`src/hw/rtl/ule_pkg.sv`:
```
// ----------------------------------------------------------------------------
// ule_pkg
// Shared types and constants for the UTF-16 line ending converter.
// ----------------------------------------------------------------------------
package ule_pkg;

    localparam logic [15:0] MARK_SWAPPED = 16'hFFFE;
    localparam logic [15:0] LF_CODE      = 16'h000A;
    localparam logic [15:0] CR_CODE      = 16'h000D;

    localparam logic [1:0] ENDING_LF   = 2'd0;
    localparam logic [1:0] ENDING_CR   = 2'd1;
    localparam logic [1:0] ENDING_CRLF = 2'd2;

    localparam int          ADDR_W     = 4;
    localparam logic [1:0]  REG_SOURCE = 2'd0;
    localparam logic [1:0]  REG_DEST   = 2'd1;
    localparam logic [1:0]  REG_SWAP   = 2'd2;

    typedef struct packed {
        logic [15:0] code_unit;
        logic        end_of_stream;
    } item_t;

    typedef struct packed {
        logic [15:0] out_unit;
        logic        last_of_run;
    } result_t;

    typedef struct packed {
        logic [1:0] source_ending;
        logic [1:0] dest_ending;
        logic       swap_order;
    } cfg_t;

    typedef struct packed {
        logic        mark_seen;
        logic        big_endian_source;
        logic [15:0] held_unit;
        logic        held_valid;
        logic        after_line_end;
    } conv_state_t;

    function automatic logic [15:0] flip_bytes(input logic [15:0] v);
        return {v[7:0], v[15:8]};
    endfunction

endpackage

```
`src/hw/rtl/utf16_line_ending_converter.sv`:
```
// ----------------------------------------------------------------------------
// utf16_line_ending_converter
// Results are registered and appear in the cycle after a unit is accepted;
// with a CR LF source each unit is held until the next unit or end of stream.
// Throughput: one unit per cycle while result_stall is low; a unit that expands
// to two results stalls the input while the second result drains.
// Reset: rst_n clears configuration and stream state and empties the output buffer.
// ----------------------------------------------------------------------------
module utf16_line_ending_converter
    import ule_pkg::*;
(
    input  logic              clk,
    input  logic              rst_n,
    input  logic              psel,
    input  logic              penable,
    input  logic              pwrite,
    input  logic [ADDR_W-1:0] paddr,
    input  logic [31:0]       pwdata,
    output logic [31:0]       prdata,
    output logic              pready,
    input  logic              item_valid,
    output logic              item_stall,
    input  item_t             item,
    output logic              result_valid,
    input  logic              result_stall,
    output result_t           result
);

    cfg_t        cfg_reg;
    conv_state_t state_reg;
    conv_state_t state_next;
    logic [1:0]  count_reg;
    logic [1:0]  count_next;
    result_t     slot0_reg;
    result_t     slot0_next;
    result_t     slot1_reg;
    result_t     slot1_next;
    logic [1:0]  res_count;
    result_t     res0;
    result_t     res1;
    logic        take;
    logic        pop;
    logic        cfg_write;

    ule_step u_step (
        .cfg        (cfg_reg),
        .state      (state_reg),
        .item       (item),
        .state_next (state_next),
        .res_count  (res_count),
        .res0       (res0),
        .res1       (res1)
    );

    assign pready    = 1'b1;
    assign cfg_write = psel && penable && pwrite;

    always_comb
    begin
        prdata = '0;
        case (paddr[3:2])
            REG_SOURCE: prdata[1:0] = cfg_reg.source_ending;
            REG_DEST:   prdata[1:0] = cfg_reg.dest_ending;
            REG_SWAP:   prdata[0]   = cfg_reg.swap_order;
            default:    prdata      = '0;
        endcase
    end

    always_ff @(posedge clk or negedge rst_n)
    begin
        if (!rst_n)
        begin
            cfg_reg <= '0;
        end
        else if (cfg_write)
        begin
            case (paddr[3:2])
                REG_SOURCE: cfg_reg.source_ending <= pwdata[1:0];
                REG_DEST:   cfg_reg.dest_ending   <= pwdata[1:0];
                REG_SWAP:   cfg_reg.swap_order    <= pwdata[0];
                default:    cfg_reg               <= cfg_reg;
            endcase
        end
    end

    assign result_valid = (count_reg != 2'd0);
    assign result       = slot0_reg;
    assign pop          = result_valid && !result_stall;
    assign item_stall   = !((count_reg == 2'd0) || (count_reg == 2'd1 && !result_stall));
    assign take         = item_valid && !item_stall;

    always_comb
    begin
        count_next = count_reg;
        slot0_next = slot0_reg;
        slot1_next = slot1_reg;
        if (pop)
        begin
            count_next = count_reg - 2'd1;
            slot0_next = slot1_reg;
        end
        if (take)
        begin
            count_next = res_count;
            slot0_next = res0;
            slot1_next = res1;
        end
    end

    always_ff @(posedge clk or negedge rst_n)
    begin
        if (!rst_n)
        begin
            state_reg <= '0;
            count_reg <= 2'd0;
        end
        else
        begin
            count_reg <= count_next;
            if (take)
            begin
                state_reg <= state_next;
            end
        end
    end

    always_ff @(posedge clk)
    begin
        slot0_reg <= slot0_next;
        slot1_reg <= slot1_next;
    end

endmodule

```
`src/hw/rtl/ule_step.sv`:
```
// ----------------------------------------------------------------------------
// ule_step
// Per-unit conversion: line ending detection, replacement and byte swap.
// ----------------------------------------------------------------------------
module ule_step
    import ule_pkg::*;
(
    input  cfg_t        cfg,
    input  conv_state_t state,
    input  item_t       item,
    output conv_state_t state_next,
    output logic [1:0]  res_count,
    output result_t     res0,
    output result_t     res1
);

    logic        big;
    logic [15:0] raw_lf;
    logic [15:0] raw_cr;
    logic [15:0] end0;
    logic [15:0] end1;
    logic [1:0]  end_count;
    logic [15:0] raw0;
    logic [15:0] raw1;
    logic [1:0]  n;
    logic        emit_held;

    always_comb
    begin
        big    = state.mark_seen ? state.big_endian_source
                                 : (item.code_unit == MARK_SWAPPED);
        raw_lf = big ? flip_bytes(LF_CODE) : LF_CODE;
        raw_cr = big ? flip_bytes(CR_CODE) : CR_CODE;

        end0      = raw_lf;
        end1      = raw_lf;
        end_count = 2'd0;
        case (cfg.dest_ending)
            ENDING_LF:
            begin
                end0      = raw_lf;
                end_count = 2'd1;
            end
            ENDING_CR:
            begin
                end0      = raw_cr;
                end_count = 2'd1;
            end
            ENDING_CRLF:
            begin
                end0      = raw_cr;
                end1      = raw_lf;
                end_count = 2'd2;
            end
            default:
            begin
                end_count = 2'd0;
            end
        endcase

        emit_held  = state.held_valid && !state.after_line_end;
        state_next = state;
        raw0       = item.code_unit;
        raw1       = end1;
        n          = 2'd0;

        if (item.end_of_stream)
        begin
            raw0       = state.held_unit;
            n          = emit_held ? 2'd1 : 2'd0;
            state_next = '0;
        end
        else
        begin
            state_next.mark_seen         = 1'b1;
            state_next.big_endian_source = big;
            case (cfg.source_ending)
                ENDING_CRLF:
                begin
                    if (state.held_valid && state.held_unit == raw_cr
                        && item.code_unit == raw_lf)
                    begin
                        state_next.after_line_end = 1'b1;
                        raw0 = end0;
                        n    = end_count;
                    end
                    else
                    begin
                        state_next.after_line_end = 1'b0;
                        raw0 = state.held_unit;
                        n    = emit_held ? 2'd1 : 2'd0;
                    end
                    state_next.held_unit  = item.code_unit;
                    state_next.held_valid = 1'b1;
                end
                ENDING_LF:
                begin
                    if (item.code_unit == raw_lf)
                    begin
                        raw0 = end0;
                        n    = end_count;
                    end
                    else
                    begin
                        n = 2'd1;
                    end
                end
                ENDING_CR:
                begin
                    if (item.code_unit == raw_cr)
                    begin
                        raw0 = end0;
                        n    = end_count;
                    end
                    else
                    begin
                        n = 2'd1;
                    end
                end
                default:
                begin
                    n = 2'd0;
                end
            endcase
        end

        res_count        = n;
        res0.out_unit    = cfg.swap_order ? flip_bytes(raw0) : raw0;
        res0.last_of_run = (n == 2'd1);
        res1.out_unit    = cfg.swap_order ? flip_bytes(raw1) : raw1;
        res1.last_of_run = 1'b1;
    end

endmodule
```
`config.mk`:
```
export PLATFORM = sky130hd
export DESIGN_NAME = utf16_line_ending_converter
export DESIGN_NICKNAME = d
export VERILOG_FILES = /design/src/hw/rtl/ule_pkg.sv /design/src/hw/rtl/utf16_line_ending_converter.sv /design/src/hw/rtl/ule_step.sv
export SDC_FILE = /design/constraint.sdc
export NUM_CORES = 1
export LEC_CHECK = 0
export ABC_AREA = 1
export BUFFER_PORTS_ARGS = -buffer_cell sky130_fd_sc_hd__buf_2
export CAP_MARGIN = 25
export CORE_UTILIZATION = 25
export CTS_CLUSTER_DIAMETER = 150
export CTS_CLUSTER_SIZE = 14
export DETAILED_ROUTE_END_ITERATION = 7
export GPL_TIMING_DRIVEN = 0
export PLACE_DENSITY = 0.56
export SLEW_MARGIN = 25
export SYNTH_ARGS = -nofsm -noshare
export SYNTH_HDL_FRONTEND = slang
export SYNTH_SLANG_ARGS = --single-unit
```
`constraint.sdc`:
```
create_clock -name clk -period 6.1 [get_ports clk]
set_input_delay 1.22 -clock clk [delete_from_list [all_inputs] [get_ports clk]]
set_output_delay 1.22 -clock clk [all_outputs]
set_load 0.05 [all_outputs]
```
# After elaboration in Yosys (flattened, before gate mapping)
# Cells that the tools add are included.
[totals]
register_bits = 60
latch_bits = 0
ram_bits = 0
romBits = 0
in_bits = 60
output_inout_bits = 52
wordCells = 77
memories = 0
[classes]
n_addsub = 1
multipliers = 0
n_div = 0
n_lt_le_gt_ge = 0
n_eq_ne = 12
n_shift = 0
n_mux = 27
bitwise = 0
reduce_logical = 25
[ops]
columns = ["op", "count"]
rows = [
  ["16-bit 2-to-1 mux", 7],
  ["16-bit == test", 3],
  ["16-bit case mux with 3 select lines", 1],
  ["17-bit 2-to-1 mux", 2],
  ["12-bit 2-to-1 mux", 2],
  ["20-bit 2-to-1 mux", 1],
  ["18-bit 2-to-1 mux", 1],
  ["16-bit == test (second input constant)", 1],
  ["2-bit 2-to-1 mux", 6],
  ["2-bit by 1-bit == test with 1-bit output (second input constant)", 5],
  ["1-bit logical AND", 8],
  ["2-bit logical NOT", 4],
  ["2-bit AND reduction", 4],
  ["2-bit == test (second input constant)", 3],
  ["2-bit case mux with 3 select lines", 1],
  ["2-bit nonzero test", 3],
  ["2-bit case mux with 2 select lines", 1],
  ["2-bit OR reduction", 2],
  ["1-bit logical NOT", 3],
  ["1-bit 2-to-1 mux", 3],
  ["1-bit case mux with 3 select lines", 1],
  ["1-bit case mux with 2 select lines", 1],
  ["2-bit by 1-bit subtractor with 2-bit output (second input constant)", 1],
  ["1-bit logical OR", 1],
]

# Depth between registers and ports, before layout
# Gate-level depths: netlist (run 1).
[depth]
ltp_word = 11
depth_mapped = 18
depth_no_buf = 18

# Cells and area by module
# A second synthesis (run 1) with hierarchy kept.
[unflattened]
cells_unflattened = 614
area_unflattened_um2 = 4394.2
[by_module_without_submodules]
columns = ["module", "instances", "cells_per_inst", "area_each_um2"]
rows = [
  ["utf16_line_ending_converter", 1, 265, 2712.6],
  ["ule_step", 1, 349, 1681.6],
]

# Worst setup path after synthesis (run 1)
# OpenSTA, ideal clock, no wires.
[synth_path]
path_type = "input to output"
from = "in paddr[3]"
to = "out prdata[0]"
arrival_time_ns = 2.214
t_required_ns = 4.880
setup_slack_ns = 2.666
path_stages = 3
path_buffers = 0
path_cell_list = "nor2_1 > inv_1 > o221ai_1"
[synth_via]
elab_chain_len = 2
elab_cells_between_ends = 4
cone_classes = "eq/ne (2); mux (1); reduce/logical (1)"
[synth_lines]
columns = ["element", "line", "rtl"]
rows = [
  ["start, declared", "utf16_line_ending_converter.sv:17", "input logic [ADDR_W-1:0] paddr,"],
  ["2-bit == test (tied with other cells)", "utf16_line_ending_converter.sv:61", "case (paddr[3:2])"],
  ["1-bit case mux with 3 select lines (*)", "utf16_line_ending_converter.sv:61", ""],
  ["end, declared", "utf16_line_ending_converter.sv:19", "output logic [31:0] prdata,"],
]
# Mark *: on every way between the ends. The rest lies on a longest branch, timed or not.

# Worst setup path in the final report (run 1)
# Ends and elaborated chain as after synthesis.

==> results by group, run 1 <==
Die
  – FP Rows: 41
  – Die X-Extent: 117.3 um
  – Die area: 13,750 um^2
  – I/O Pins: 112
  – Die Span Y: 117.3 um
  – Core ar.: 12,770 um^2
  – Starting Density: 26.00%

Cells and area
  – Synth-to-Final Area Change: 22.53%
  – Net count reported at finish: 624
  – Finished layout cell area: 4069 um^2
  – # fillers: 1,363
  – Share of layout cells above drive strength 1: 20.21%
  – # diodes: 0
  – Max reg flops: 20
  – Core Util, Final: 31.85%

Route
  – DR WL/cell: 12.14 um
  – Routed wl met3: 589 um
  – Iter 0 DRT Violations: 179
  – WL met2: 3.997 mm
  – Router iterations before antenna repair: 5
  – Final WL: 8.876 mm
  – Vias per cell: 4.436
  – Vias: 3,243
  – Uppermost layer routed: met4
  – Routed Antenna Nets: 0
  – WL met1: 4.136 mm
  – DRC Markers: 0

Synth
  – Multiplexer share of the synthesized area: 0%
  – Top FF cell, synth: dfrtp_1
  – Post-synthesis compound-gate area fraction: 13.72%
  – Post-synth ARST share: 58.70%
  – Post-Synth Adder-Cell Area: 2.261%
  – Number of synthesis warnings: 0
  – Number of synthesized flops with an enable pin: 19
  – Post-synthesis xor/xnor area fraction: 0.2638%
  – Seq/Total Area, Yosys: 37.53%
  – Seq cells post-synth: 46
  – Mapped cell area: 3321 um^2
  – Mean Syn Cell Area: 7.006 um^2
  – Largest family of logic cells by synthesized area: simple AND/OR/NAND/NOR gates
  – Synth unique cells: 35
  – Post-synthesis simple-gate area fraction: 29.62%
  – Mapped Cells: 474

STA
  – Tmin final: 3.190 ns
  – Rel. slew slack: 56.30%
  – Final setup viols: 0
  – Slew Viols, Final: 0
  – Tightest Pin Transition: 0.6555 ns
  – Setup_tns: 0 ns
  – Max Clock Freq: 313.5 MHz
  – Final hold violations: 0
  – Final worst path period share: 52.29%
  – Unrepaired setup endpoints after global routing: no
  – Clk_skew: 0.005379 ns

Clocking
  – Post_cts resized: 0
  – Clock transition at path regs: 0.07 ns
  – Post-CTS Hold Buffers: 0
  – CTS Buf Count: 5
  – Clock Sinks: 46
  – Clk root buf: clkbuf_16
  – H-tree depth: 2
  – Clock latency on the worst-skew pair: 0.29 ns
  – Postcts setup bufs: 0
  – Longest Clk Path Bufs: 2
  – CTS tree: yes

Place
  – Cell Area, Placed: 3895 um^2
  – Port bufs: 47
  – Final HPWL DP: 7.193 mm
  – Routability Congestion: 0.8693

Power and ir drop
  – Pleak: 0.002086 uW
  – P per Cell Area: 394.8 nW/um^2
  – Maximum VDD drop: 127.6 uV

Run status
  – Status: finished, final reports clean

Worst setup path
  – WS Path Type: in -> out
  – Crit path DAT: 1.97 ns
  – Critical Path Sink Type: output pin
  – CP Max Fanout: 4
  – Req. time, crit path: 4.88 ns
  – Worst setup SP type: primary input

Min path
  – HP Class: reg -> reg

Global route
  – Gr usage total: 13.62%
  – First-pass GRT wire length: 14.46 mm
  – Largest net degree at the start of global routing: 28
  – Initial antenna violation count: 0
  – Vias in the first global route: 2,992
  – Total gr overflow: 0

Run
  – Max Cap Violations: 0
-- layer usage --
metal  vias to the layer above  GRT usage (%)
li1                       1664              -
met1                      1435          17.71
met2                       127          23.02
met3                        17          2.523
met4                         0          3.797
met5                         -              0
-- power by group --
| group | switching (uW) | internal [uW] |
|---|---|---|
| combinational | 573 | 210 |
| clock | 126 | 196 |
| sequential | 47.8 | 454 |
| total | 746 | 860 |
-- area by class of cell --
class / count / area [um^2] / share of cell area, %
Inverter: 69 / 259.0 / 6.365
Buffer: 42 / 285.3 / 7.011
Sequential cell: 46 / 1246 / 30.63
Multi-Input combinational cell: 346 / 1643 / 40.38
Tap cell: 172 / 215.2 / 5.289
Timing Repair Buffer: 48 / 246.5 / 6.058
Clock inverter: 3 / 48.80 / 1.199
Clock buffer: 5 / 125.1 / 3.075
-- metrics by stage --
stage	total power, uW	setup slack (ns)	cells	hold WS [ns]
final	1606	2.910	731	0.5001
after global routing	1728	2.769	731	0.5638
after CTS	1613	2.899	731	0.4994
after detailed placement	1288	2.674	723	0.4797
after global placement	1271	2.438	722	0.4735
after floorplan	1113	2.666	503	0.4529
-- synth_stat cells, types with 2 or more instances --
master | number | area [um^2]
inv_1 | 58 | 217.7
edfxtp_1 | 19 | 570.6
nand3_1 | 33 | 165.2
nand2_1 | 118 | 442.9
nor4_1 | 2 | 12.51
a21oi_2 | 2 | 17.52
buf_2 | 3 | 15.01
clkinv_1 | 3 | 11.26
nor3_1 | 6 | 30.03
nand4_1 | 8 | 50.05
nor2_2 | 4 | 25.02
o21ai_0 | 15 | 75.07
dfrtp_1 | 27 | 675.7
ha_1 | 6 | 75.07
o21ai_1 | 11 | 55.05
clkbuf_1 | 6 | 22.52
nor2_1 | 50 | 187.7
nor2_4 | 3 | 33.78
o22ai_1 | 27 | 168.9
buf_4 | 31 | 232.7
inv_2 | 8 | 30.03
conb_1 | 2 | 7.510
a21oi_1 | 19 | 95.09
nand2_2 | 2 | 12.51
-- kinds of logic after synthesis --
family	count (synthesis)
compound gates	79
buf+inv	111
flops	46
fa+ha+maj	6
other cells	2
xor+xnor	1
simple gates	229
-- path summary, 6_finish.rpt --
kind                                     from             to  slack (ns)  cells after the start
worst max register to register     cfg_reg[4]  state_reg[14]        3.69                      7
worst min register to register  state_reg[18]  state_reg[18]        0.50                      2
worst max-delay path                 paddr[3]      prdata[0]        2.91                      5
max in group asynchronous               rst_n   count_reg[0]        4.72                      1
min in group asynchronous               rst_n   state_reg[7]        0.95                      1
worst min-delay path            state_reg[18]  state_reg[18]        0.50                      2
-- cell usage in the layout (no fill, tap or decap), types with 2 or more instances in the layout --
cell | netlist | final
nand2_1 | 118 | 118
inv_1 | 58 | 58
nor2_1 | 50 | 50
buf_2 | 3 | 50
nand3_1 | 33 | 33
buf_4 | 31 | 31
conb_1 | 2 | 31
o22ai_1 | 27 | 27
dfrtp_1 | 27 | 27
a21oi_1 | 19 | 19
edfxtp_1 | 19 | 19
o21ai_0 | 15 | 14
o21ai_1 | 11 | 11
inv_2 | 8 | 8
nand4_1 | 8 | 8
clkbuf_1 | 6 | 6
nor3_1 | 6 | 6
ha_1 | 6 | 6
clkbuf_16 | 0 | 5
nor2_2 | 4 | 4
clkinv_1 | 3 | 3
nor2_4 | 3 | 3
buf_6 | 1 | 2
nor4_1 | 2 | 2
nand2_2 | 2 | 2
a21oi_2 | 2 | 2
-- critical path: stages --
cell and delay [ns]:
buf_2 0.12, nor2_1 0.13, inv_1 0.07, o221ai_1 0.14
buf_2 0.29
(Power assumes the default switching activity.)
==> inputs of run 2 (changes only) <==
--- a/config.mk
+++ b/config.mk
@@ -13,7 +13,7 @@
 export CTS_CLUSTER_SIZE = 14
 export DETAILED_ROUTE_END_ITERATION = 7
 export GPL_TIMING_DRIVEN = 0
-export PLACE_DENSITY = 0.56
+export PLACE_DENSITY = 0.58
 export SLEW_MARGIN = 25
 export SYNTH_ARGS = -nofsm -noshare
 export SYNTH_HDL_FRONTEND = slang
==> constraint.sdc (replaced) <==
create_clock -name clk -period 2.6 [get_ports clk]
set_input_delay 0.52 -clock clk [delete_from_list [all_inputs] [get_ports clk]]
set_output_delay 0.52 -clock clk [all_outputs]
set_load 0.05 [all_outputs]
==> run 2 against run 1 <==
Flip-flop and latch count unchanged. Via count down 0.31%. Utilization down 0.18 points. Critical endpoint is now state_reg[10].
==> results by group, run 2 (same netlist as run 1, synthesis figures left out) <==
Run status
  – Status: finished, final reports clean

Clocking
  – H-tree depth: 2 (unchanged)
  – Postcts setup bufs: 0 (unchanged)
  – Clock Sinks: 46 (unchanged)
  – Clock latency on the worst-skew pair: 0.29 ns (about the same)
  – Clk root buf: clkbuf_16
  – Post_cts resized: 0 (unchanged)
  – Post-CTS Hold Buffers: 0 (unchanged)
  – CTS tree: yes
  – Clock transition at path regs: 0.07 ns (about the same)
  – Longest Clk Path Bufs: 2 (unchanged)
  – CTS Buf Count: 5 (unchanged)

Route
  – Routed Antenna Nets: 0 (unchanged)
  – DRC Markers: 0 (unchanged)
  – Final WL: 9.046 mm (+1.9%)
  – Vias: 3,233 (-0.31%)
  – Vias per cell: 4.423 (-0.31%)
  – DR WL/cell: 12.37 um (+1.9%)
  – Iter 0 DRT Violations: 207 (+16%)
  – Router iterations before antenna repair: 5 (unchanged)

Power and ir drop
  – Maximum VDD drop: 277.4 uV (+120%)
  – P per Cell Area: 904.2 nW/um^2 (+130%)
  – Pleak: 0.002073 uW (-0.66%)

Place
  – Final HPWL DP: 7.417 mm (+3.1%)
  – Setup WS pre-CTS: -0.1233 ns (-2.797 ns)
  – Port bufs: 47 (unchanged)
  – Routability Congestion: 0.8657 (-0.41%)

Global route
  – First-pass GRT wire length: 15.01 mm (+3.9%)
  – Vias in the first global route: 3,105 (+3.8%)
  – Gr usage total: 14.11% (+0.49 points)
  – Total gr overflow: 0 (unchanged)
  – Largest net degree at the start of global routing: 28 (unchanged)
  – Initial antenna violation count: 0 (unchanged)

STA
  – Max Clock Freq: 411.4 MHz
  – Final hold violations: 0 (unchanged)
  – Unrepaired setup endpoints after global routing: no
  – Tmin final: 2.431 ns
  – Final setup margin: 0.1695 ns (-2.741 ns)
  – Slew Viols, Final: 0 (unchanged)
  – Final worst path period share: 93.48%
  – Rel. slew slack: 55.85% (-0.45 points)
  – Final setup viols: 0 (unchanged)
  – Clk_skew: 0.006259 ns (+0.0008801 ns)
  – Tightest Pin Transition: 0.6622 ns (+0.006710 ns)
  – Setup_tns: 0 ns (unchanged)

Die
  – Starting Density: 26.00% (unchanged)
  – Core ar.: 12,770 um^2 (unchanged)
  – Die area: 13,750 um^2 (unchanged)
  – FP Rows: 41 (unchanged)
  – I/O Pins: 112 (unchanged)
  – Die X-Extent: 117.3 um (unchanged)
  – Die Span Y: 117.3 um (unchanged)

Cells and area
  – Share of layout cells above drive strength 1: 20.39% (+0.18 points)
  – Max reg flops: 20 (unchanged)
  – # diodes: 0 (unchanged)
  – Net count reported at finish: 624 (unchanged)
  – Footprint of the multi-input gates: 1653 um^2 (+0.61%)
  – Synth-to-Final Area Change: 21.85%
  – # fillers: 1,407 (+3.2%)
  – Most frequent cells in the layout: 118 x nand2_1, 58 x inv_1, 50 x buf_2, 48 x nor2_1, 32 x nand3_1
  – Core Util, Final: 31.68% (-0.18 points)
  – FF+latch area: 1246 um^2 (unchanged)
  – Most common cell after layout, fill and taps aside: nand2_1

Run
  – Max Cap Violations: 0 (unchanged)

Worst setup path
  – Crit path DAT: 2.63 ns (+0.66 ns)
  – WS Path Type: reg -> reg
  – Req. time, crit path: 2.80 ns (-2.08 ns)
  – CP Max Fanout: 10 (+6)
  – Worst setup SP type: register
  – Critical Path Sink Type: register

Min path
  – HP Class: in -> async
run 2: changes by cell type in the layout (fill, tap and decap cells not counted), sizes merged:
| cell | delta |
|---|---|
| bufinv | -1 |
| clkbuf | +1 |
| clkinvlp | -1 |
| clkinv | +1 |
run 2: layout make-up:
cell class	count	share of cell area, %
Tap cell	172	5.318
Multi-Input combinational cell	346	40.85
Clock inverter	2	0.3092
Timing Repair Buffer	48	6.092
Sequential cell	46	30.80
Clock buffer	6	3.185
Buffer	42	7.050
Inverter	69	6.401
run 2: where the power goes:
group	internal [uW]	switching [uW]
Clock	357	271
Combinational	494	1360
Sequential	1070	110
Total	1920	1740
run 2: critical path, stage by stage, from the launching register on:
cell	delay, ns
dfrtp_1	0.43
inv_1	0.15
nor2_4	0.23
inv_1	0.16
a21oi_2	0.46
nand2_1	0.35
clkbuf_1	0.35
o22ai_1	0.20
run 2: stage by stage:
| stage | instance area, um^2 | hold WS (ns) | cells | total power [uW] |
|---|---|---|---|---|
| 3_5_place_dp | 3895 | 0.4840 | 723 | 3036 |
| 5_1_grt | 4046 | 0.3103 | 731 | 3949 |
| 6_report | 4046 | 0.2605 | 731 | 3659 |
| 4_1_cts | 4036 | 0.2882 | 731 | 3665 |
| 2_1_floorplan | 3430 | 0.2244 | 503 | 2612 |
| 3_3_place_gp | 3880 | 0.4738 | 722 | 2989 |
run 2: routing by layer:
layer	wire, um	share of wire [%]	GRT usage, %
met3	523	5.8	2.214
met1	4310	48	18.42
met4	86	0.95	3.376
met2	4126	46	24.31
met5	0	0	0
run 2: path summary, 6_finish.rpt:
check	start	endpoint	slack, ns	depth (start not counted)
min in group clk	state_reg[18]	state_reg[18]	0.50	2
max in group asynchronous	rst_n	state_reg[4]	1.90	1
hold / removal	rst_n	count_reg[1]	0.26	1
hold reg to reg	state_reg[18]	state_reg[18]	0.50	2
setup reg to reg	cfg_reg[4]	state_reg[10]	0.17	7
setup / recovery	cfg_reg[4]	state_reg[10]	0.17	7
